**config.mk**
```make
export PLATFORM = sky130hd
export DESIGN_NAME = wft_queue
export DESIGN_NICKNAME = d
export VERILOG_FILES = /design/src/rtl/wft_pkg.sv /design/src/rtl/wft_queue.sv
export SDC_FILE = /design/constraint.sdc
export NUM_CORES = 1
export LEC_CHECK = 0
export ABC_AREA = 1
export CAP_MARGIN = 10
export CORE_AREA = 3 3 499 501
export DETAILED_ROUTE_END_ITERATION = 8
export DIE_AREA = 0 0 502 504
export DONT_BUFFER_PORTS = 1
export HOLD_SLACK_MARGIN = 0.02
export PLACE_DENSITY = 0.44
export SLEW_MARGIN = 25
export SYNTH_ARGS = -nofsm -noshare
export SYNTH_HDL_FRONTEND = slang
export SYNTH_SLANG_ARGS = --single-unit
```
**constraint.sdc**
```tcl
create_clock -name clk -period 30 [get_ports clk]
set_input_delay 3 -clock clk [delete_from_list [all_inputs] [get_ports clk]]
set_output_delay 3 -clock clk [all_outputs]
set_load 0.02 [all_outputs]
```
**src/rtl/wft_pkg.sv**
```systemverilog
// ---------------------------------------------------------------------------
// wft_pkg
// Shared widths, coefficients, types and helpers of the filter transform.
// ---------------------------------------------------------------------------
`default_nettype none

package wft_pkg;

  localparam int MAX_OUTPUTS  = 512;
  localparam int MAX_CHANNELS = 512;

  localparam int CFG_W   = 10;
  localparam int IDX_W   = 9;
  localparam int WT_W    = 16;
  localparam int VAL_W   = 20;
  localparam int POS_W   = 6;
  localparam int ADDR_W  = 24;
  localparam int NC_W    = 2 * CFG_W;
  localparam int PDATA_W = 32;
  localparam int PADDR_W = 3;
  localparam int REG_LSB = 2;

  localparam int TILE_N     = 6;
  localparam int KERN_N     = 3;
  localparam int TILE_ELEMS = TILE_N * TILE_N;
  localparam int ROW_W      = $clog2(TILE_N);
  localparam int COL_W      = $clog2(KERN_N);

  // Q2.16 coefficient, intermediate G*f (Q.28), products and sum (Q.44)
  localparam int G_W       = 18;
  localparam int T_W       = 34;
  localparam int P_W       = T_W + G_W;
  localparam int ACC_W     = P_W + 2;
  localparam int FRAC_DROP = 32;
  localparam int RND_W     = ACC_W - FRAC_DROP;

  localparam logic signed [ACC_W-1:0] RND_BIAS =
    {{(ACC_W-FRAC_DROP){1'b0}}, 1'b1, {(FRAC_DROP-1){1'b0}}};

  localparam logic signed [G_W-1:0] G_ONE = 18'sd65536;  // 1
  localparam logic signed [G_W-1:0] G_A   = 18'sd43691;  // 2/3
  localparam logic signed [G_W-1:0] G_B   = 18'sd30894;  // sqrt2/3
  localparam logic signed [G_W-1:0] G_C   = 18'sd21845;  // 1/3
  localparam logic signed [G_W-1:0] G_D   = 18'sd10923;  // 1/6
  localparam logic signed [G_W-1:0] G_E   = 18'sd15447;  // sqrt2/6

  localparam int Q_DEPTH = 2;
  localparam int Q_AW    = $clog2(Q_DEPTH);

  typedef enum logic [PADDR_W-REG_LSB-1:0] {
    REG_NUM_OUTPUTS  = 1'b0,
    REG_NUM_CHANNELS = 1'b1
  } reg_idx_t;

  typedef logic [T_W-1:0] tval_t;

  // One kernel after the column pass: G*f plus its base layout address.
  typedef struct packed {
    tval_t [TILE_N-1:0][KERN_N-1:0] t;
    logic  [ADDR_W-1:0]             base;
  } kern_t;

  // Entry (row, col) of the 6x3 transform matrix G.
  function automatic logic signed [G_W-1:0] gcoef(input logic [ROW_W-1:0] row,
                                                  input logic [COL_W-1:0] col);
    logic signed [G_W-1:0] g;
    g = '0;
    case (row)
      3'd0: g = (col == 2'd0) ? G_ONE : '0;
      3'd1: begin
        case (col)
          2'd0:    g = -G_A;
          2'd1:    g = -G_B;
          2'd2:    g = -G_C;
          default: g = '0;
        endcase
      end
      3'd2: begin
        case (col)
          2'd0:    g = -G_A;
          2'd1:    g = G_B;
          2'd2:    g = -G_C;
          default: g = '0;
        endcase
      end
      3'd3: begin
        case (col)
          2'd0:    g = G_D;
          2'd1:    g = G_E;
          2'd2:    g = G_C;
          default: g = '0;
        endcase
      end
      3'd4: begin
        case (col)
          2'd0:    g = G_D;
          2'd1:    g = -G_E;
          2'd2:    g = G_C;
          default: g = '0;
        endcase
      end
      3'd5: g = (col == 2'd2) ? G_ONE : '0;
      default: g = '0;
    endcase
    return g;
  endfunction

endpackage

`default_nettype wire

```
**src/rtl/wft_queue.sv**
```systemverilog
// ---------------------------------------------------------------------------
// wft_queue
// Short FIFO of column-transformed kernels between front and back.
// ---------------------------------------------------------------------------
`default_nettype none

module wft_queue (
  input  wire logic       clk,
  input  wire logic       rst,
  input  wire logic       push_valid,
  output logic            push_ready,
  input  wft_pkg::kern_t  push_data,
  output logic            pop_valid,
  input  wire logic       pop_ready,
  output wft_pkg::kern_t  pop_data
);

  wft_pkg::kern_t              entries [wft_pkg::Q_DEPTH];
  logic [wft_pkg::Q_AW-1:0]    wptr;
  logic [wft_pkg::Q_AW-1:0]    rptr;
  logic [wft_pkg::Q_AW:0]      cnt;
  logic                        do_push;
  logic                        do_pop;

  assign push_ready = (cnt != (wft_pkg::Q_AW+1)'(wft_pkg::Q_DEPTH));
  assign pop_valid  = (cnt != '0);
  assign pop_data   = entries[rptr];
  assign do_push    = push_valid && push_ready;
  assign do_pop     = pop_valid && pop_ready;

  always_ff @(posedge clk) begin
    if (rst) begin
      wptr <= '0;
      rptr <= '0;
      cnt  <= '0;
    end else begin
      if (do_push) begin
        wptr <= (wptr == wft_pkg::Q_AW'(wft_pkg::Q_DEPTH - 1)) ? '0 : wptr + 1'b1;
      end
      if (do_pop) begin
        rptr <= (rptr == wft_pkg::Q_AW'(wft_pkg::Q_DEPTH - 1)) ? '0 : rptr + 1'b1;
      end
      case ({do_push, do_pop})
        2'b10:   cnt <= cnt + 1'b1;
        2'b01:   cnt <= cnt - 1'b1;
        default: cnt <= cnt;
      endcase
    end
    if (do_push) begin
      entries[wptr] <= push_data;
    end
  end

endmodule

`default_nettype wire

```
* Yosys cells after proc, flatten, opt, wreduce, memory -nomap -nowiden *
Memory sizes are Yosys's and may differ from the RTL's. A register that Yosys moved wholly into a read port is not among the register bits.
Cells that the tools add are included.

storage, ports and cells
  bits in registers = 4
  memory bits (writable) = 1272
  bits of input ports = 640
  output and inout bits = 638
  logic and storage cells = 22
  memories = 1

operators by class
  $add $sub $neg = 4
  equal/unequal tests = 3
  muxes and demuxes = 7
  reductions and logical operators = 4

memories
  memory   depth  bits a word  rd ports  clocked after Yosys merged registers in  write ports  RTL line         source
  entries  2      636          1         1                                        1            wft_queue.sv:18  wft_pkg::kern_t entries [wft_pkg::Q_DEPTH];

operators with widths
  kind                   number
  $mux W1                6
  $pmux W2 S2            1
  $reduce_bool A2 Y1     2
  $add A1 B1 Y1 const B  2
  $add A2 B1 Y2 const B  1
  $eq A2 B1 Y1 const B   1
  $eq A2 B2 Y1 const B   1
  $logic_and A1 B1 Y1    2
  $ne A2 B2 Y1 const B   1
  $sub A2 B1 Y2 const B  1

* Longest topological paths before layout *
Gate-level depths: netlist of run 1.

  word-level depth = 4
  mapped depth = 10
  gate-level depth less buffers = 10

* Worst setup path before layout of run 1 *
OpenSTA, ideal clock, no wires.

  path type = in2reg
  from = in push_valid
  to = mem entries[0][0] (netlist name), enable pin
  arrival = 29.394 ns
  required time = 28.346 ns
  path slack = -1.048 ns
  cell stages on the path = 2
  buffers on the path = 0
  cell sequence = nand2_1 > nor2_1

between the ends
  word-level cells in the longest chain between the ends = 3

RTL lines
  item                           RTL line         source
  start: declaration             wft_queue.sv:10  input wire logic push_valid,
  $logic_and A1 B1 Y1            wft_queue.sv:28  assign do_push = push_valid && push_ready;
  $mux W1                        wft_queue.sv:49  if (do_push) begin
  $mux W1 (not written as such)  wft_queue.sv:50  entries[wptr] <= push_data;
  end: declaration               wft_queue.sv:18

No other way between the ends.

==> flow_metrics.tcl, run 1 <==
set metrics [dict create \
    area_delta_synth_final_pct 18.33 \
    r2r_start "cnt[0]" \
    fin_crit_ps 8523 \
    cts_made_buffers 144 \
    cts.sinks 1277 \
    synth_common_cells "1272 x edfxtp_1, 596 x mux2_2, 50 x buf_4, 40 x mux2_4, 15 x buf_2" \
    worst_r2r_path_depth 9 \
    final_area_um2 54750 \
    avgViaCountPerCell 3.679 \
    synth_top_area_frac 0.8255 \
    finalSetupViolCount 0 \
    critical-path-max-stage-delay_ps 820 \
    syn_nets 2658 \
    layout.nets 2764 \
    postCtsSetupRepairBufs 0 \
    finalPower_uw 4781 \
    slew_headroom 0.3222 \
    cp.required_ps 27000 \
    tightest_slew_ps 1017 \
    synth_area_um2 46270 \
    drt_pass1_iterations 5 \
    vias 20220 \
    placed_area_um2 50120 \
    grt_pass1_wl_um 202200 \
    cp_max_fo 64 \
    ys_ff_latch 1277 \
    cts_max_path_buffers 3 \
    grt_usage 0.1198 \
    rsz0062_at_grt "false" \
    start_util 0.1887 \
    h-tree-depth 4 \
    dp_hpwl_um 121900 \
    post_cts_resized 0 \
    worst_setup_path_start_kind "flop" \
    drcViolationCount 0 \
    rows 182 \
    dp_slack_ps 22090 \
    critical-path-slowest-cell "buf_4" \
    io_pins 1278 \
    multi_input_area_um2 7438 \
    r2r_slack_ps 24410 \
    clkLatencyLatePin_ps 780 \
    holdCritPathClass "flop to flop" \
    fillers 25160 \
    io_buffers 0 \
    seq_area_um2 38300 \
    worstPathCellList "buf_4, buf_4, buf_4, buf_4, buf_4, mux2_2" \
    yosys_warnings 0 \
    cts_tree "built" \
    hold_buffers 0 \
    vdd_drop_max_v 0.00005149 \
    synth_area_leaders "edfxtp_1 83%, mux2_2 15%, mux2_4 1.3%, buf_4 0.81%, dfxtp_1 0.22%" \
    slew_viol_final 0 \
    worst_slack_ps 21480 \
    die-width_um 502 \
    hold-path-endpoint "rptr" \
    status "completed" \
    synthArstFlopShare 0 \
    critPathArrivalTime_ps 5520 \
    grt_max_degree 136 \
    hold_start "rptr" \
    max_freq_mhz 117.3 \
    drt_wl_total_um 159300 \
    cts_root_buf "clkbuf_16" \
    crit_top_cell "buf_4" \
    period_share 0.2841 \
    dr.first_iter.drc_count 1496 \
    p_per_area_nw_per_um2 87.32 \
    gp_congestion 0.8656 \
    critical_path_class "flop to primary output" \
    synth_area_per_cell_um2 22.94 \
    final_hold_viol_count 0 \
    timing.rr.end "entries[0][289]" \
    crit_family "buffers and inverters" \
    fin_util 0.2232 \
    synth_cell_type_count 14 \
    synth_edf_count 1272 \
    drtAntennaViolNets 0 \
    critical_path_buf_inv_count 5 \
    leakage_uw 0.01686 \
    drive_above_1_share 0.3847 \
    grt_overflow_total 0 \
    dominantRegCellSynth "edfxtp_1" \
    cap_violations 0 \
    yosysSeqAreaShare 0.8277 \
    yosysTopAreaCell "edfxtp_1" \
    netlist_instances 2017 \
    wl_per_cell_um 29.00 \
    die_y_um 504 \
    clk_pin_slew_ps 50 \
    grt_pass1_vias 20190 \
    antenna_found_initial 102 \
    holdPathStages 2 \
    yosysMostFrequentCell "edfxtp_1" \
    die_area_um2 253000 \
    cp-end-kind "primary output" \
    finClkSkew_ps 44.85 \
    core-area_um2 245300 \
]
-- kinds of logic after synthesis --
logic type,count (synthesis),share of synthesized area
compound gates,5,0.0005408
fa+ha+maj,1,0.0002704
buf+inv,79,0.01184
flops,1277,0.8277
mux,636,0.1580
simple gates,19,0.001596
-- power by group --
part / switching [uW] / total [uW] / internal (uW)
clock: 725 / 1690 / 967
sequential: 42.4 / 2230 / 2190
combinational: 628 / 859 / 230
total: 1400 / 4780 / 3380
-- worst max-delay path by stage --
stage | slack [ps] | endpoint | start | depth (start not counted)
CTS | 21270 | pop_data[279] | flop | 6
detailed placement | 22090 | entries[1][368] | push_valid | 7
global placement | 22120 | entries[1][361] | push_valid | 7
floorplan | -1050 | entries[0][0] | push_valid | 2
finish | 21480 | pop_data[279] | flop | 6
global route | 21080 | pop_data[279] | flop | 6
-- worst reg2reg max path: cells and delay by family (launching register included) --
kind / cells / cell delay (ps)
buffers and inverters: 6 / 3640
flip-flops: 1 / 350
AND/OR/NAND/NOR: 3 / 1170
-- state kept, by name (all words and copies together) (netlist names), named ones only --
| signal | count |
|---|---|
| wptr | 1 |
| cnt | 2 |
| rptr | 1 |
| entries | 1272 |
-- cell usage in the layout, fill, tap and decap left out, types with 7 or more instances in the layout --
cell	count
bufinv_16	7
inv_1	8
edfxtp_1	1272
mux2_4	40
diode_2	42
buf_4	24
clkinv_1	34
clkbuf_16	146
clkbuf_1	33
mux2_2	596
nor2_1	8
clkinv_2	13
nand2_1	8
-- stage by stage --
stage / instances / TNS, ps / hold slack [ps]
floorplan: 2017 / -1332570 / 464.8
global placement: 5195 / 0 / 490.4
detailed placement: 5197 / 0 / 500.4
CTS: 5453 / 0 / 513.7
global route: 5469 / 0 / 536.1
finish: 5495 / 0 / 509.2
-- layout make-up --
class                   instances  share of cell area
inverters                       8           0.0005485
clock inverters                75             0.01307
clock buffers                 181             0.06950
well taps                    3220             0.07359
multi-input cells             661              0.1359
flip-flops and latches       1277              0.6996
repair buffers                 31            0.005965
diodes                         42            0.001920
-- metal layers --
layer	vias to the layer above	GRT usage	routed length [um]
li1	8341	-	-
met1	10230	0.1105	48920
met2	1247	0.2030	78370
met3	324	0.08985	27300
met4	74	0.03809	4216
met5	-	0	534
Power figures use the tool's default switching activity.
==> run 2, diff against run 1 <==
Settings changed: ABC_AREA 1 to 0.
Clock period 30 ns to 7.8 ns, I/O delays scaled along.
==> run 2 against run 1 <==
Compared with the run above: non-clock buffer count up 602; core utilization increased by 2.6 points; critical endpoint is now pop_data[99]; cell area grew 12%; largest power group unchanged; clock power grew to 4.1 times the previous value.
==> flow_metrics.tcl, run 2 <==
set metrics [dict create \
    fillers 24800 \
    vias 22920 \
    grt_use_met2 0.1978 \
    rows 182 \
    cts_tree "built" \
    grt_pass1_wl_um 213300 \
    cp-end-kind "primary output" \
    holdCritPathClass "primary input to flop" \
    clk_pin_slew_ps 60 \
    dominantRegCellSynth "edfxtp_1" \
    yosys_warnings 0 \
    crit_top_cell "buf_12" \
    critical_path_class "flop to primary output" \
    drt_wl_total_um 164400 \
    die-width_um 502 \
    drt_pass1_iterations 5 \
    post_cts_resized 0 \
    leakage_uw 0.01949 \
    final_common_cell "edfxtp_1" \
    drive_above_1_share 0.3128 \
    hold_slack_ps 127.9 \
    synth_xor_area_frac 0.0005681 \
    dp_hpwl_um 124900 \
    p_sw_uw 7033 \
    status "completed" \
    synth_cell_type_count 22 \
    final_cell_mix "1272 x edfxtp_1, 607 x dlygate4sd3_1, 596 x mux2_2" \
    start_util 0.1886 \
    netlist_instances 2003 \
    area_delta_synth_final_pct 32.30 \
    final_area_um2 61190 \
    layout.nets 3357 \
    hold_start "push_data[90]" \
    largestRegisters "entries: 1272 flops, cnt: 2 flops" \
    largest_reg_flops 1272 \
    hold_buffers 606 \
    pwr-share-comb 0.256 \
    syn_nets 2644 \
    max_flop_register "entries" \
    finClkSkew_ps 48.22 \
    multi_input_area_um2 7436 \
    postCtsSetupRepairBufs 0 \
    synth_top_family_by_area "multiplexers" \
    synth_area_leaders "edfxtp_1 83%, mux2_2 15%, mux2_4 1.3%, buf_4 0.81%, dfxtp_1 0.22%" \
    gp_congestion 0.8603 \
    rsz0062_at_grt "false" \
    met3_usage 0.06970 \
    critPathArrivalTime_ps 3380 \
    synth_common_cells "1272 x edfxtp_1, 596 x mux2_2, 50 x buf_4, 40 x mux2_4, 15 x buf_2" \
    r2r_start "cnt[0]" \
    ys_ff_latch 1277 \
    yosysSeqAreaShare 0.8280 \
    r2r_slack_ps 4780 \
    stdcell_count 6088 \
    cts_max_path_buffers 3 \
    yosysMostFrequentCell "edfxtp_1" \
    clock_power_share 0.323 \
    drcViolationCount 0 \
    finalSetupViolCount 0 \
    core-area_um2 245300 \
    yosysTopAreaCell "edfxtp_1" \
    dpl.cell_count 5178 \
    synthArstFlopShare 0 \
    p_per_area_nw_per_um2 347.9 \
    cts_root_buf "clkbuf_16" \
    synth_area_per_cell_um2 23.09 \
    critical-path-max-stage-delay_ps 840 \
    slew_headroom 0.2874 \
    synth_edf_count 1272 \
    fin_crit_ps 4162 \
    grt_max_degree 139 \
    synth_top_area_frac 0.8259 \
    drtAntennaViolNets 0 \
    cp.required_ps 7020 \
    avgViaCountPerCell 3.764 \
    tightest_slew_ps 1069 \
    seq_area_um2 38300 \
    dr.first_iter.drc_count 1772 \
    synth-adder-area-share 0.0002705 \
    slew_viol_final 0 \
    finalPower_uw 21290 \
    grt_pass1_vias 23520 \
    placed_area_um2 50140 \
    seqPwrFrac 0.421 \
    die_y_um 504 \
    io_pins 1278 \
    period_share 0.5336 \
    vdd_drop_max_v 0.0002205 \
    clkLatencyLatePin_ps 770 \
    swShare 0.3304 \
    worstPathCellList "buf_12, buf_12, mux2_2" \
    wl_per_cell_um 27.01 \
    die_area_um2 253000 \
    synth_area_um2 46250 \
    use_met1 0.1357 \
    grt_usage 0.1239 \
    internal_power_uw 14250 \
    synth-simple-area-share 0.001028 \
    cap_violations 0 \
    final_hold_viol_count 0 \
    grt.busiest_layer "met2" \
    cp_max_fo 94 \
    cts.sinks 1277 \
    antenna_found_initial 136 \
    max_freq_mhz 240.3 \
    critical-path-slowest-cell "dfxtp_4" \
    cts_made_buffers 149 \
    synth_mux_area_frac 0.1581 \
    grt_overflow_total 0 \
    h-tree-depth 4 \
    worst_setup_path_start_kind "flop" \
    synth_compound_area_frac 0.0007034 \
    tns_ps 0 \
    io_buffers 0 \
]
-- run 2: path summary, 6_finish.rpt --
check | endpoint | depth (start not counted)
worst max-delay path | pop_data[99] | 3
worst min-delay path | entries[1][90] | 0
worst max register to register | entries[1][549] | 4
worst min register to register | flop | 2
-- run 2: kinds of logic after synthesis --
family	count (synthesis)
adders and majority gates	1
buffers and inverters	72
AOI/OAI and AO/OA	5
xor gates and xnor gates	3
muxes	636
and+or+nand+nor	9
DFF	1277
-- run 2: worst max-delay path, delay by kind of cell, from the launching register on --
family | cells | cell delay (ps)
buffers and inverters | 2 | 850
flip-flops | 1 | 840
multiplexers | 1 | 500
-- run 2: power groups by stage --
stage | Clock (uW) | Sequential (uW) | Combinational, uW
after floorplan | 0 | 9330 | 3970
after global placement | 0 | 9120 | 5190
after detailed placement | 0 | 9110 | 5190
after CTS | 7150 | 8970 | 5570
after global routing | 7390 | 9030 | 5680
final | 6880 | 8960 | 5440
-- run 2: metal layers --
layer | share of wire | up-vias
met1 | 0.36 | 11490
met2 | 0.46 | 1377
met3 | 0.13 | 394
met4 | 0.040 | 114
li1 | - | 9538
met5 | 0.0046 | -
-- run 2: cell type report --
cell class	count	share of cell area
Antenna cell	42	0.001718
Tap cell	3220	0.06584
Clock buffer	168	0.06245
Inverter	1	0.0001227
Multi-Input combinational cell	654	0.1215
Sequential cell	1277	0.6259
Timing Repair Buffer	633	0.1054
Clock inverter	93	0.01701
-- run 2: per-stage QoR --
| step | worst slack, ps | utilization |
|---|---|---|
| 2_1_floorplan | -3066 | - |
| 3_3_place_gp | 4476 | 0.2045 |
| 3_5_place_dp | 4442 | 0.2045 |
| 4_1_cts | 3526 | 0.2490 |
| 5_1_grt | 3440 | 0.2492 |
| 6_report | 3638 | 0.2495 |
