**src/rtl/wft_pkg.sv**
```systemverilog
// ---------------------------------------------------------------------------
// wft_pkg
// Shared widths, coefficients, types and helpers of the filter transform.
// ---------------------------------------------------------------------------
`default_nettype none

package wft_pkg;

  localparam int MAX_OUTPUTS  = 512;
  localparam int MAX_CHANNELS = 512;

  localparam int CFG_W   = 10;
  localparam int IDX_W   = 9;
  localparam int WT_W    = 16;
  localparam int VAL_W   = 20;
  localparam int POS_W   = 6;
  localparam int ADDR_W  = 24;
  localparam int NC_W    = 2 * CFG_W;
  localparam int PDATA_W = 32;
  localparam int PADDR_W = 3;
  localparam int REG_LSB = 2;

  localparam int TILE_N     = 6;
  localparam int KERN_N     = 3;
  localparam int TILE_ELEMS = TILE_N * TILE_N;
  localparam int ROW_W      = $clog2(TILE_N);
  localparam int COL_W      = $clog2(KERN_N);

  // Q2.16 coefficient, intermediate G*f (Q.28), products and sum (Q.44)
  localparam int G_W       = 18;
  localparam int T_W       = 34;
  localparam int P_W       = T_W + G_W;
  localparam int ACC_W     = P_W + 2;
  localparam int FRAC_DROP = 32;
  localparam int RND_W     = ACC_W - FRAC_DROP;

  localparam logic signed [ACC_W-1:0] RND_BIAS =
    {{(ACC_W-FRAC_DROP){1'b0}}, 1'b1, {(FRAC_DROP-1){1'b0}}};

  localparam logic signed [G_W-1:0] G_ONE = 18'sd65536;  // 1
  localparam logic signed [G_W-1:0] G_A   = 18'sd43691;  // 2/3
  localparam logic signed [G_W-1:0] G_B   = 18'sd30894;  // sqrt2/3
  localparam logic signed [G_W-1:0] G_C   = 18'sd21845;  // 1/3
  localparam logic signed [G_W-1:0] G_D   = 18'sd10923;  // 1/6
  localparam logic signed [G_W-1:0] G_E   = 18'sd15447;  // sqrt2/6

  localparam int Q_DEPTH = 2;
  localparam int Q_AW    = $clog2(Q_DEPTH);

  typedef enum logic [PADDR_W-REG_LSB-1:0] {
    REG_NUM_OUTPUTS  = 1'b0,
    REG_NUM_CHANNELS = 1'b1
  } reg_idx_t;

  typedef logic [T_W-1:0] tval_t;

  // One kernel after the column pass: G*f plus its base layout address.
  typedef struct packed {
    tval_t [TILE_N-1:0][KERN_N-1:0] t;
    logic  [ADDR_W-1:0]             base;
  } kern_t;

  // Entry (row, col) of the 6x3 transform matrix G.
  function automatic logic signed [G_W-1:0] gcoef(input logic [ROW_W-1:0] row,
                                                  input logic [COL_W-1:0] col);
    logic signed [G_W-1:0] g;
    g = '0;
    case (row)
      3'd0: g = (col == 2'd0) ? G_ONE : '0;
      3'd1: begin
        case (col)
          2'd0:    g = -G_A;
          2'd1:    g = -G_B;
          2'd2:    g = -G_C;
          default: g = '0;
        endcase
      end
      3'd2: begin
        case (col)
          2'd0:    g = -G_A;
          2'd1:    g = G_B;
          2'd2:    g = -G_C;
          default: g = '0;
        endcase
      end
      3'd3: begin
        case (col)
          2'd0:    g = G_D;
          2'd1:    g = G_E;
          2'd2:    g = G_C;
          default: g = '0;
        endcase
      end
      3'd4: begin
        case (col)
          2'd0:    g = G_D;
          2'd1:    g = -G_E;
          2'd2:    g = G_C;
          default: g = '0;
        endcase
      end
      3'd5: g = (col == 2'd2) ? G_ONE : '0;
      default: g = '0;
    endcase
    return g;
  endfunction

endpackage

`default_nettype wire

```
**src/rtl/wft_out_if.sv**
```systemverilog
// ---------------------------------------------------------------------------
// wft_out_if
// Result channel: valid/ready plus one transformed tile element.
// ---------------------------------------------------------------------------
`default_nettype none

interface wft_out_if;
  logic                             valid;
  logic                             ready;
  logic signed [wft_pkg::VAL_W-1:0] tile_value;
  logic [wft_pkg::POS_W-1:0]        tile_pos;
  logic [wft_pkg::ADDR_W-1:0]       dest_addr;
  logic                             last;

  modport source (
    output valid, tile_value, tile_pos, dest_addr, last,
    input  ready
  );

  modport sink (
    input  valid, tile_value, tile_pos, dest_addr, last,
    output ready
  );
endinterface

`default_nettype wire

```
**src/rtl/wft_back.sv**
```systemverilog
// ---------------------------------------------------------------------------
// wft_back
// Walk the 36 tile positions of the head kernel: multiply, sum, round, saturate.
// ---------------------------------------------------------------------------
`default_nettype none

module wft_back (
  input  wire logic                       clk,
  input  wire logic                       rst,
  input  wire logic                       pop_valid,
  output logic                            pop_ready,
  input  wft_pkg::kern_t                  pop_data,
  input  wire logic [wft_pkg::NC_W-1:0]   nc,
  wft_out_if.source                       out_ch
);

  localparam logic [wft_pkg::POS_W-1:0] LAST_POS = wft_pkg::POS_W'(wft_pkg::TILE_ELEMS - 1);
  localparam logic [wft_pkg::ROW_W-1:0] LAST_RC  = wft_pkg::ROW_W'(wft_pkg::TILE_N - 1);

  logic [wft_pkg::ROW_W-1:0]         row;
  logic [wft_pkg::ROW_W-1:0]         colj;
  logic [wft_pkg::POS_W-1:0]         pos;
  logic [wft_pkg::ADDR_W-1:0]        addr_run;

  logic                              s1_valid;
  logic signed [wft_pkg::P_W-1:0]    s1_p [wft_pkg::KERN_N];
  logic [wft_pkg::POS_W-1:0]         s1_pos;
  logic [wft_pkg::ADDR_W-1:0]        s1_addr;
  logic                              s1_last;

  logic                              s2_valid;
  logic signed [wft_pkg::ACC_W-1:0]  s2_sum;
  logic [wft_pkg::POS_W-1:0]         s2_pos;
  logic [wft_pkg::ADDR_W-1:0]        s2_addr;
  logic                              s2_last;

  logic                              adv;
  logic                              issue;
  logic [wft_pkg::ADDR_W-1:0]        issue_addr;
  logic signed [wft_pkg::P_W-1:0]    prod [wft_pkg::KERN_N];
  logic signed [wft_pkg::ACC_W-1:0]  sum_next;

  function automatic logic signed [wft_pkg::VAL_W-1:0] sat_val(
    input logic signed [wft_pkg::ACC_W-1:0] s
  );
    logic signed [wft_pkg::RND_W-1:0]           x;
    logic [wft_pkg::RND_W-wft_pkg::VAL_W:0]     top;
    logic signed [wft_pkg::VAL_W-1:0]           r;
    x   = s[wft_pkg::ACC_W-1:wft_pkg::FRAC_DROP];
    top = x[wft_pkg::RND_W-1:wft_pkg::VAL_W-1];
    if ((top == '0) || (top == '1)) begin
      r = x[wft_pkg::VAL_W-1:0];
    end else if (x[wft_pkg::RND_W-1]) begin
      r = {1'b1, {(wft_pkg::VAL_W-1){1'b0}}};
    end else begin
      r = {1'b0, {(wft_pkg::VAL_W-1){1'b1}}};
    end
    return r;
  endfunction

  // Whole pipeline moves together; stall only when the result is held.
  assign adv        = !out_ch.valid || out_ch.ready;
  assign issue      = pop_valid && adv;
  assign pop_ready  = issue && (pos == LAST_POS);
  assign issue_addr = (pos == '0) ? pop_data.base : addr_run;

  always_comb begin
    for (int k = 0; k < wft_pkg::KERN_N; k++) begin
      prod[k] = $signed(pop_data.t[row][k]) * wft_pkg::gcoef(colj, wft_pkg::COL_W'(k));
    end
    sum_next = wft_pkg::ACC_W'(s1_p[0]) + wft_pkg::ACC_W'(s1_p[1])
             + wft_pkg::ACC_W'(s1_p[2]) + wft_pkg::RND_BIAS;
  end

  always_ff @(posedge clk) begin
    if (rst) begin
      row          <= '0;
      colj         <= '0;
      pos          <= '0;
      s1_valid     <= 1'b0;
      s2_valid     <= 1'b0;
      out_ch.valid <= 1'b0;
    end else if (adv) begin
      s1_valid     <= pop_valid;
      s2_valid     <= s1_valid;
      out_ch.valid <= s2_valid;
      if (issue) begin
        pos <= (pos == LAST_POS) ? '0 : pos + 1'b1;
        if (colj == LAST_RC) begin
          colj <= '0;
          row  <= (row == LAST_RC) ? '0 : row + 1'b1;
        end else begin
          colj <= colj + 1'b1;
        end
      end
    end

    if (issue) begin
      addr_run <= issue_addr + wft_pkg::ADDR_W'(nc);
    end

    if (adv) begin
      for (int k = 0; k < wft_pkg::KERN_N; k++) begin
        s1_p[k] <= prod[k];
      end
      s1_pos  <= pos;
      s1_addr <= issue_addr;
      s1_last <= (pos == LAST_POS);

      s2_sum  <= sum_next;
      s2_pos  <= s1_pos;
      s2_addr <= s1_addr;
      s2_last <= s1_last;

      out_ch.tile_value <= sat_val(s2_sum);
      out_ch.tile_pos   <= s2_pos;
      out_ch.dest_addr  <= s2_addr;
      out_ch.last       <= s2_last;
    end
  end

endmodule

`default_nettype wire

```
**src/flat_wrapper.sv**
```systemverilog
// flat-port wrapper written by rule: the top's interface ports become plain ports
module wft_back_flat 
  (clk, rst, pop_valid, pop_ready, pop_data, nc, out_ch_valid, out_ch_tile_value, out_ch_tile_pos, out_ch_dest_addr, out_ch_last, out_ch_ready);
  wft_out_if out_ch_i ();
  input  wire logic clk;
  input  wire logic rst;
  input  wire logic pop_valid;
  output logic pop_ready;
  input  wft_pkg::kern_t pop_data;
  input  wire logic [wft_pkg::NC_W-1:0] nc;
  output wire logic [$bits(out_ch_i.valid)-1:0] out_ch_valid;
  output wire logic [$bits(out_ch_i.tile_value)-1:0] out_ch_tile_value;
  output wire logic [$bits(out_ch_i.tile_pos)-1:0] out_ch_tile_pos;
  output wire logic [$bits(out_ch_i.dest_addr)-1:0] out_ch_dest_addr;
  output wire logic [$bits(out_ch_i.last)-1:0] out_ch_last;
  input wire logic [$bits(out_ch_i.ready)-1:0] out_ch_ready;
  assign out_ch_valid = out_ch_i.valid;
  assign out_ch_tile_value = out_ch_i.tile_value;
  assign out_ch_tile_pos = out_ch_i.tile_pos;
  assign out_ch_dest_addr = out_ch_i.dest_addr;
  assign out_ch_last = out_ch_i.last;
  assign out_ch_i.ready = out_ch_ready;
  wft_back u_core (.clk(clk), .rst(rst), .pop_valid(pop_valid), .pop_ready(pop_ready), .pop_data(pop_data), .nc(nc), .out_ch(out_ch_i));
endmodule
```
**config.mk**
```make
export PLATFORM = sky130hd
export DESIGN_NAME = wft_back_flat
export DESIGN_NICKNAME = d
export VERILOG_FILES = /design/src/rtl/wft_pkg.sv /design/src/rtl/wft_out_if.sv /design/src/rtl/wft_back.sv /design/src/flat_wrapper.sv
export SDC_FILE = /design/constraint.sdc
export NUM_CORES = 2
export LEC_CHECK = 0
export BUFFER_PORTS_ARGS = -buffer_cell sky130_fd_sc_hd__buf_2
export CAP_MARGIN = 10
export CORE_MARGIN = 2
export CORE_UTILIZATION = 38
export CTS_BUF_LIST = sky130_fd_sc_hd__clkbuf_16
export CTS_CLUSTER_DIAMETER = 100
export DETAILED_ROUTE_END_ITERATION = 7
export GPL_TIMING_DRIVEN = 0
export SLEW_MARGIN = 40
export SYNTH_ARGS = -nofsm -noshare
export SYNTH_HDL_FRONTEND = slang
export SYNTH_SLANG_ARGS = --single-unit
export TNS_END_PERCENT = 50
```
**constraint.sdc**
```tcl
create_clock -name clk -period 11.3 [get_ports clk]
set_input_delay 1.13 -clock clk [delete_from_list [all_inputs] [get_ports clk]]
set_output_delay 1.13 -clock clk [all_outputs]
set_load 0.05 [all_outputs]
```
# Word level (Yosys, flattened, before mapping)
# Memories as Yosys holds them, arrays and structs flattened.
# Cells that the tools add are included.
[classes]
add_sub_neg = 7
n_mul = 3
order_cmp = 1
n_eq_ne = 8
n_mux = 13
n_reduce_logical = 12
[ops]
columns = ["op", "n"]
rows = [
  ["102-bit binary-select mux with 3-bit select", 1],
  ["34-bit by 18-bit multiplier with 52-bit output", 3],
  ["18-bit case mux with 3 select lines", 2],
  ["102-bit 2-to-1 mux", 1],
  ["18-bit case mux with 4 select lines", 1],
  ["53-bit by 52-bit adder with 54-bit output", 1],
  ["54-bit by 33-bit adder with 54-bit output, second input constant", 1],
  ["52-bit by 52-bit adder with 53-bit output", 1],
  ["20-bit 2-to-1 mux", 2],
  ["24-bit by 20-bit adder with 24-bit output", 1],
  ["24-bit 2-to-1 mux", 1],
  ["3-bit == test, second input constant", 4],
  ["3-bit by 1-bit adder with 3-bit output, second input constant", 2],
  ["6-bit by 1-bit adder with 6-bit output, second input constant", 1],
  ["3-bit by 2-bit == test with 1-bit output, second input constant", 2],
  ["6-bit == test, second input constant", 1],
  ["3-bit logical NOT", 2],
  ["6-bit logical NOT", 1],
  ["3-bit 2-to-1 mux", 2],
  ["6-bit 2-to-1 mux", 1],
  ["3-bit by 4-bit < comparator with 1-bit output, second input constant", 1],
  ["2-bit OR reduction", 2],
  ["3-bit by 1-bit == test with 1-bit output, second input constant", 1],
  ["3-bit AND reduction", 1],
  ["5 further kinds", 8],
]
[word_totals]
ff_bits = 206
ram_bits = 156
in_bits = 660
mem_count = 1
[memory_table]
columns = ["name", "depth", "width", "rd", "rd_ports_with_merged_regs", "wr", "line", "source"]
rows = [
  ["u_core.s1_p", 3, 52, 3, 0, 3, "wft_back.sv:26", "logic signed [wft_pkg::P_W-1:0] s1_p [wft_pkg::KERN_N];"],
]

# Depth between registers and ports, before layout
[depth]
ltp_word = 4
mapped_depth = 33
depth_no_buf = 32

# Least setup slack after synthesis
# OpenSTA, ideal clock, no wires.
[synth_timing]
path_kind = "input to register"
startpoint = "input port out_ch_ready"
endpoint = "register u_core.row[2] (netlist bit)"
setup_time_ns = 0.071
t_arrival_ns = 11.053
t_required_ns = 11.229
setup_slack_ns = 0.177
path_stages = 7
path_buffers = 1
cell_sequence = "nand2b_1 nand2_1 inv_1 clkbuf_1 nand3_1 or2_2 a21oi_1"
[synth_via]
elab_chain_len = 3
[synth_lines]
columns = ["element", "line", "source"]
rows = [
  ["from (decl)", "flat_wrapper.sv:16", "input wire logic [$bits(out_ch_i.ready)-1:0] out_ch_ready;"],
  ["1-bit logical OR", "wft_back.sv:62", "assign adv = !out_ch.valid || out_ch.ready;"],
  ["1-bit logical AND", "wft_back.sv:63", "assign issue = pop_valid && adv;"],
  ["named net u_core.issue", "wft_back.sv:38", "logic issue;"],
  ["3-bit AND reduction (no line)", "-", ""],
  ["to (signal assigned)", "wft_back.sv:91", "row <= (row == LAST_RC) ? '0 : row + 1'b1;"],
  ["to (decl)", "wft_back.sv:20", "logic [wft_pkg::ROW_W-1:0] row;"],
]
# The timed path passes the listed nets, and every way through them passes these cells.
# A chain may end at the register's enable or synchronous reset.

==> summary.md <==
| Metric | Value |
|---|---|
| Largest net degree at the start of global routing | `45` |
| Capture endpoint of the worst hold path | `u_core.out_ch.tile_pos[3]$_DFFE_PN_` |
| Global route total overflow | `0` |
| CP arrival | `11.51 ns` |
| Count of pins over their slew limit | `0` |
| Root buffer cell | `sky130_fd_sc_hd__clkbuf_16` |
| Area overhead of the layout relative to synthesis | `12.1%` |
| Cell types occupying the most area after synthesis | `sky130_fd_sc_hd__fa_1 43%, sky130_fd_sc_hd__edfxtp_1 13%, sky130_fd_sc_hd__inv_1 11%, sky130_fd_sc_hd__ha_1 9.4%, sky130_fd_sc_hd__mux4_2 3.1%` |
| Yosys Warn Count | `0` |
| Vertical die dimension | `442 um` |
| Hold path startpoint | `u_core.s2_pos[3]$_DFFE_PN_` |
| Total track usage | `0.290` |
| Adder-cell area share of the yosys netlist | `0.530` |
| Net total in the final layout | `10839` |
| Effective utilization at floorplan | `0.383` |
| Slew at the pin closest to its max-slew limit | `0.930 ns` |
| CTS max path bufs | `3` |
| Post-Synth Simple-Gate Area | `0.0735` |
| Number of filler instances in the final layout | `18755` |
| Via-to-Cell Ratio | `5.04` |
| Detailed-placement wirelength estimate | `253000 um` |
| Post-route cell area | `81900 um2` |
| Most used DFF post-synth | `sky130_fd_sc_hd__edfxtp_1` |
| Min-delay worst type | `flop to flop` |
| Multiplexer share of the synthesized area | `0.0496` |
| Number of synthesized flops with an enable pin | `315` |
| Slowest stage cell, crit path | `sky130_fd_sc_hd__o21ai_1` |
| Period utilization | `0.989` |
| Endpoints failing setup | `0` |
| Setup repair after global routing missed its margin | `no` |
| Cells after Synth | `7267` |
| Average wire per standard cell | `26.3 um` |
| Global-route wire length before repair | `405000 um` |
| CTS tree | `done` |
| Proportion of netlist area held by the largest area contributor | `0.435` |
| Reg2Reg Setup Slack | `0.13 ns` |
| Clock-pin slew on the worst setup and hold paths | `0.06 ns` |
| Minimum clock period after layout | `11.17 ns` |
| CP Data Required Time | `11.64 ns` |
| Area leader, netlist | `sky130_fd_sc_hd__fa_1` |
| Horiz. Die Dim | `442 um` |
| Cell Rows | `160` |
| Sink Count | `330` |
| Gpl congestion | `1.11` |
| Portion of the post-synthesis area used by sequential elements | `0.134` |
| Yosys cell types | `87` |
| Most frequent CP cell | `sky130_fd_sc_hd__fa_1` |
| Maximum fanout count along the critical path | `10` |
| Top cells by count, synth | `2192 x sky130_fd_sc_hd__inv_1, 1587 x sky130_fd_sc_hd__fa_1, 551 x sky130_fd_sc_hd__ha_1` |
| Slowest cell delay on critical path | `0.74 ns` |
| Run status | `finished clean` |
| Number of antenna violations at the first check in global routing | `75` |
| Worst setup EP type | `flop` |
| Fmax | `0.0895 GHz` |
| Hold Path Stages | `0` |
| Xor and xnor fraction of the mapped netlist area | `0.0271` |
| Tightest slew margin relative to the limit | `0.380` |
| Share of post-route cells with drive strength above 1 | `0.138` |
| Net count after synthesis | `10065` |
| Worst path depth | `28` |
| Hold Worst Slack | `0.414 ns` |
| Number of design rule violations left after detail routing | `0` |
| Worst Setup Start Kind | `flop` |
| Detailed-router iteration count before antenna repair | `6` |
| Total Die Area | `196000 um2` |
| Detailed-route via count | `53556` |
| RR Endpoint | `u_core.s1_p[0][154]$_DFFE_PN_` |
| Dominant delay contributor by cell family on the critical path | `adder cells` |
| Maximum level of the CTS H-tree | `2` |
| Post-detailed-routing wire length | `279000 um` |
| Core box area | `191000 um2` |
| Number of cell instances on the worst register-to-register path | `28` |
| Vias in the first global route | `57332` |
| Number of endpoints with negative hold slack in the final report | `0` |
| IO Port Bufs | `712` |
| Max-capacitance violation count | `0` |
| Setup Fix Bufs, Post-CTS | `0` |
| I/O pin count | `713` |
| Number of buffer and inverter stages on the critical path | `8` |
| Flops & latches, synth | `330` |
| Largest family of logic cells by synthesized area | `adder cells` |
| Clock latency reported for the late side of the worst-skew pair | `0.61 ns` |
| Synthesized cell area | `73100 um2` |
| Most frequent cell after synthesis | `sky130_fd_sc_hd__inv_1` |
| Residual antenna-violating net count after detailed routing | `0` |
| Reg2reg start | `u_core.row[0]$_SDFFE_PP0P_` |
| Clock Skew | `0.0394 ns` |
| Setup CP Type | `flop to flop` |
| Number of buffers inserted during clock tree synthesis | `39` |
| Average cell area after synthesis | `10.1 um2` |
| Share of synthesized registers carrying an async set or reset | `0` |
| Compound-cell area share of the yosys netlist | `0.0633` |
| First DRT Iteration DRCs | `4264` |
| Area post-placement | `80500 um2` |
-- cells by family (layout without fill, tap and decap cells) --
kind of cell	Yosys count	count (layout)
fa+ha+maj	2142	2142
xor+xnor	226	226
compound gates	730	730
other cells	2	45
mux	233	233
buf+inv	2384	3189
simple gates	1220	1220
flops	330	330
-- timing repair --
item	CTS	global route
resized for setup	2	15
hold buffers	0	0
setup endpoints to repair	5	20
-- through the flow --
stage                     setup TNS [ns]  std cells  setup WS (ns)  utilization
final                                  0      10626          0.126        0.430
after global routing                   0      10618         0.0110        0.430
after CTS                              0      10583         0.0266        0.429
after floorplan                        0       7267          0.177            -
after detailed placement          -0.473      10511         -0.209        0.422
after global placement           -540.15      10490          -7.47        0.418
-- final cells by class --
| type | instances | area, um2 | share of cell area |
|---|---|---|---|
| diodes | 43 | 108 | 0.00131 |
| plain buffers | 164 | 749 | 0.00915 |
| clock buffers | 39 | 976 | 0.0119 |
| clock inverters | 33 | 231 | 0.00283 |
| inverters | 2220 | 8330 | 0.102 |
| multi-input cells | 4553 | 54600 | 0.666 |
| flip-flops and latches | 330 | 9760 | 0.119 |
| well taps | 2511 | 3140 | 0.0384 |
| repair buffers | 733 | 4030 | 0.0492 |
-- registers in the layout, summed over array words and instances (netlist names), 6 cells and up --
name,count
u_core.s1_p,156
u_core.addr_run,24
u_core.out_ch.dest_addr,24
u_core.s1_addr,24
u_core.s2_addr,24
u_core.s2_sum,22
u_core.out_ch.tile_value,20
u_core.out_ch.tile_pos,6
u_core.pos,6
u_core.s1_pos,6
u_core.s2_pos,6
-- routing by layer --
metal | global-route usage | wire length [um] | vias to the layer above
met2 | 0.444 | 123000 | 1843
met3 | 0.0497 | 18800 | 365
met4 | 0.122 | 15000 | 10
li1 | - | - | 23643
met1 | 0.407 | 122000 | 27695
met5 | 0 | 58 | -
-- how the worst max path moves through the flow --
stage	start	to	slack, ns
after floorplan	out_ch_ready	u_core.row[2]$_SDFFE_PP0P_	0.18
after global placement	out_ch_ready	u_core.row[2]$_SDFFE_PP0P_	-7.47
after detailed placement	u_core.row[0]$_SDFFE_PP0P_	u_core.s1_p[0][154]$_DFFE_PN_	-0.21
after CTS	u_core.row[0]$_SDFFE_PP0P_	u_core.s1_p[0][102]$_DFFE_PN_	0.03
after global routing	u_core.row[0]$_SDFFE_PP0P_	u_core.s1_p[0][154]$_DFFE_PN_	0.01
final	u_core.row[0]$_SDFFE_PP0P_	u_core.s1_p[0][154]$_DFFE_PN_	0.13
-- placed cells by master (no fill, tap or decap), types with 15 or more instances in the layout --
cell                        Yosys  layout
sky130_fd_sc_hd__o21bai_1      22      21
sky130_fd_sc_hd__a211oi_1      20      20
sky130_fd_sc_hd__o211ai_1      17      17
sky130_fd_sc_hd__mux2i_1      109     100
sky130_fd_sc_hd__nand3_1       41      41
sky130_fd_sc_hd__o21a_1        29      28
sky130_fd_sc_hd__buf_2         21     739
sky130_fd_sc_hd__a21oi_1      220     208
sky130_fd_sc_hd__diode_2        0      43
sky130_fd_sc_hd__nor3_1        30      30
sky130_fd_sc_hd__and2_1        52      51
sky130_fd_sc_hd__a21o_1       117     117
sky130_fd_sc_hd__dfxtp_1       15      15
sky130_fd_sc_hd__mux2_2        23      23
sky130_fd_sc_hd__fa_1        1587    1587
sky130_fd_sc_hd__nor2_1       342     338
sky130_fd_sc_hd__clkbuf_2       0      44
sky130_fd_sc_hd__clkbuf_1     121      76
sky130_fd_sc_hd__o21ai_2        0      21
sky130_fd_sc_hd__xnor2_1      152     151
sky130_fd_sc_hd__inv_1       2192    2203
sky130_fd_sc_hd__nand2b_1      36      35
sky130_fd_sc_hd__a31oi_1       17      17
sky130_fd_sc_hd__and3_1        21      21
sky130_fd_sc_hd__clkbuf_16      0      39
sky130_fd_sc_hd__nand2_1      550     549
sky130_fd_sc_hd__mux4_2       101     101
sky130_fd_sc_hd__o21ai_1      113     102
sky130_fd_sc_hd__nand4_1       25      25
sky130_fd_sc_hd__inv_2         28      28
sky130_fd_sc_hd__edfxtp_1     315     315
sky130_fd_sc_hd__nor2b_1       59      59
sky130_fd_sc_hd__o21ai_0       80      67
sky130_fd_sc_hd__ha_1         551     551
sky130_fd_sc_hd__xor2_1        74      74
Power is left out: the tool's default activity adds up to more than one toggle a clock period on the data nets, which glitch-free logic cannot reach.
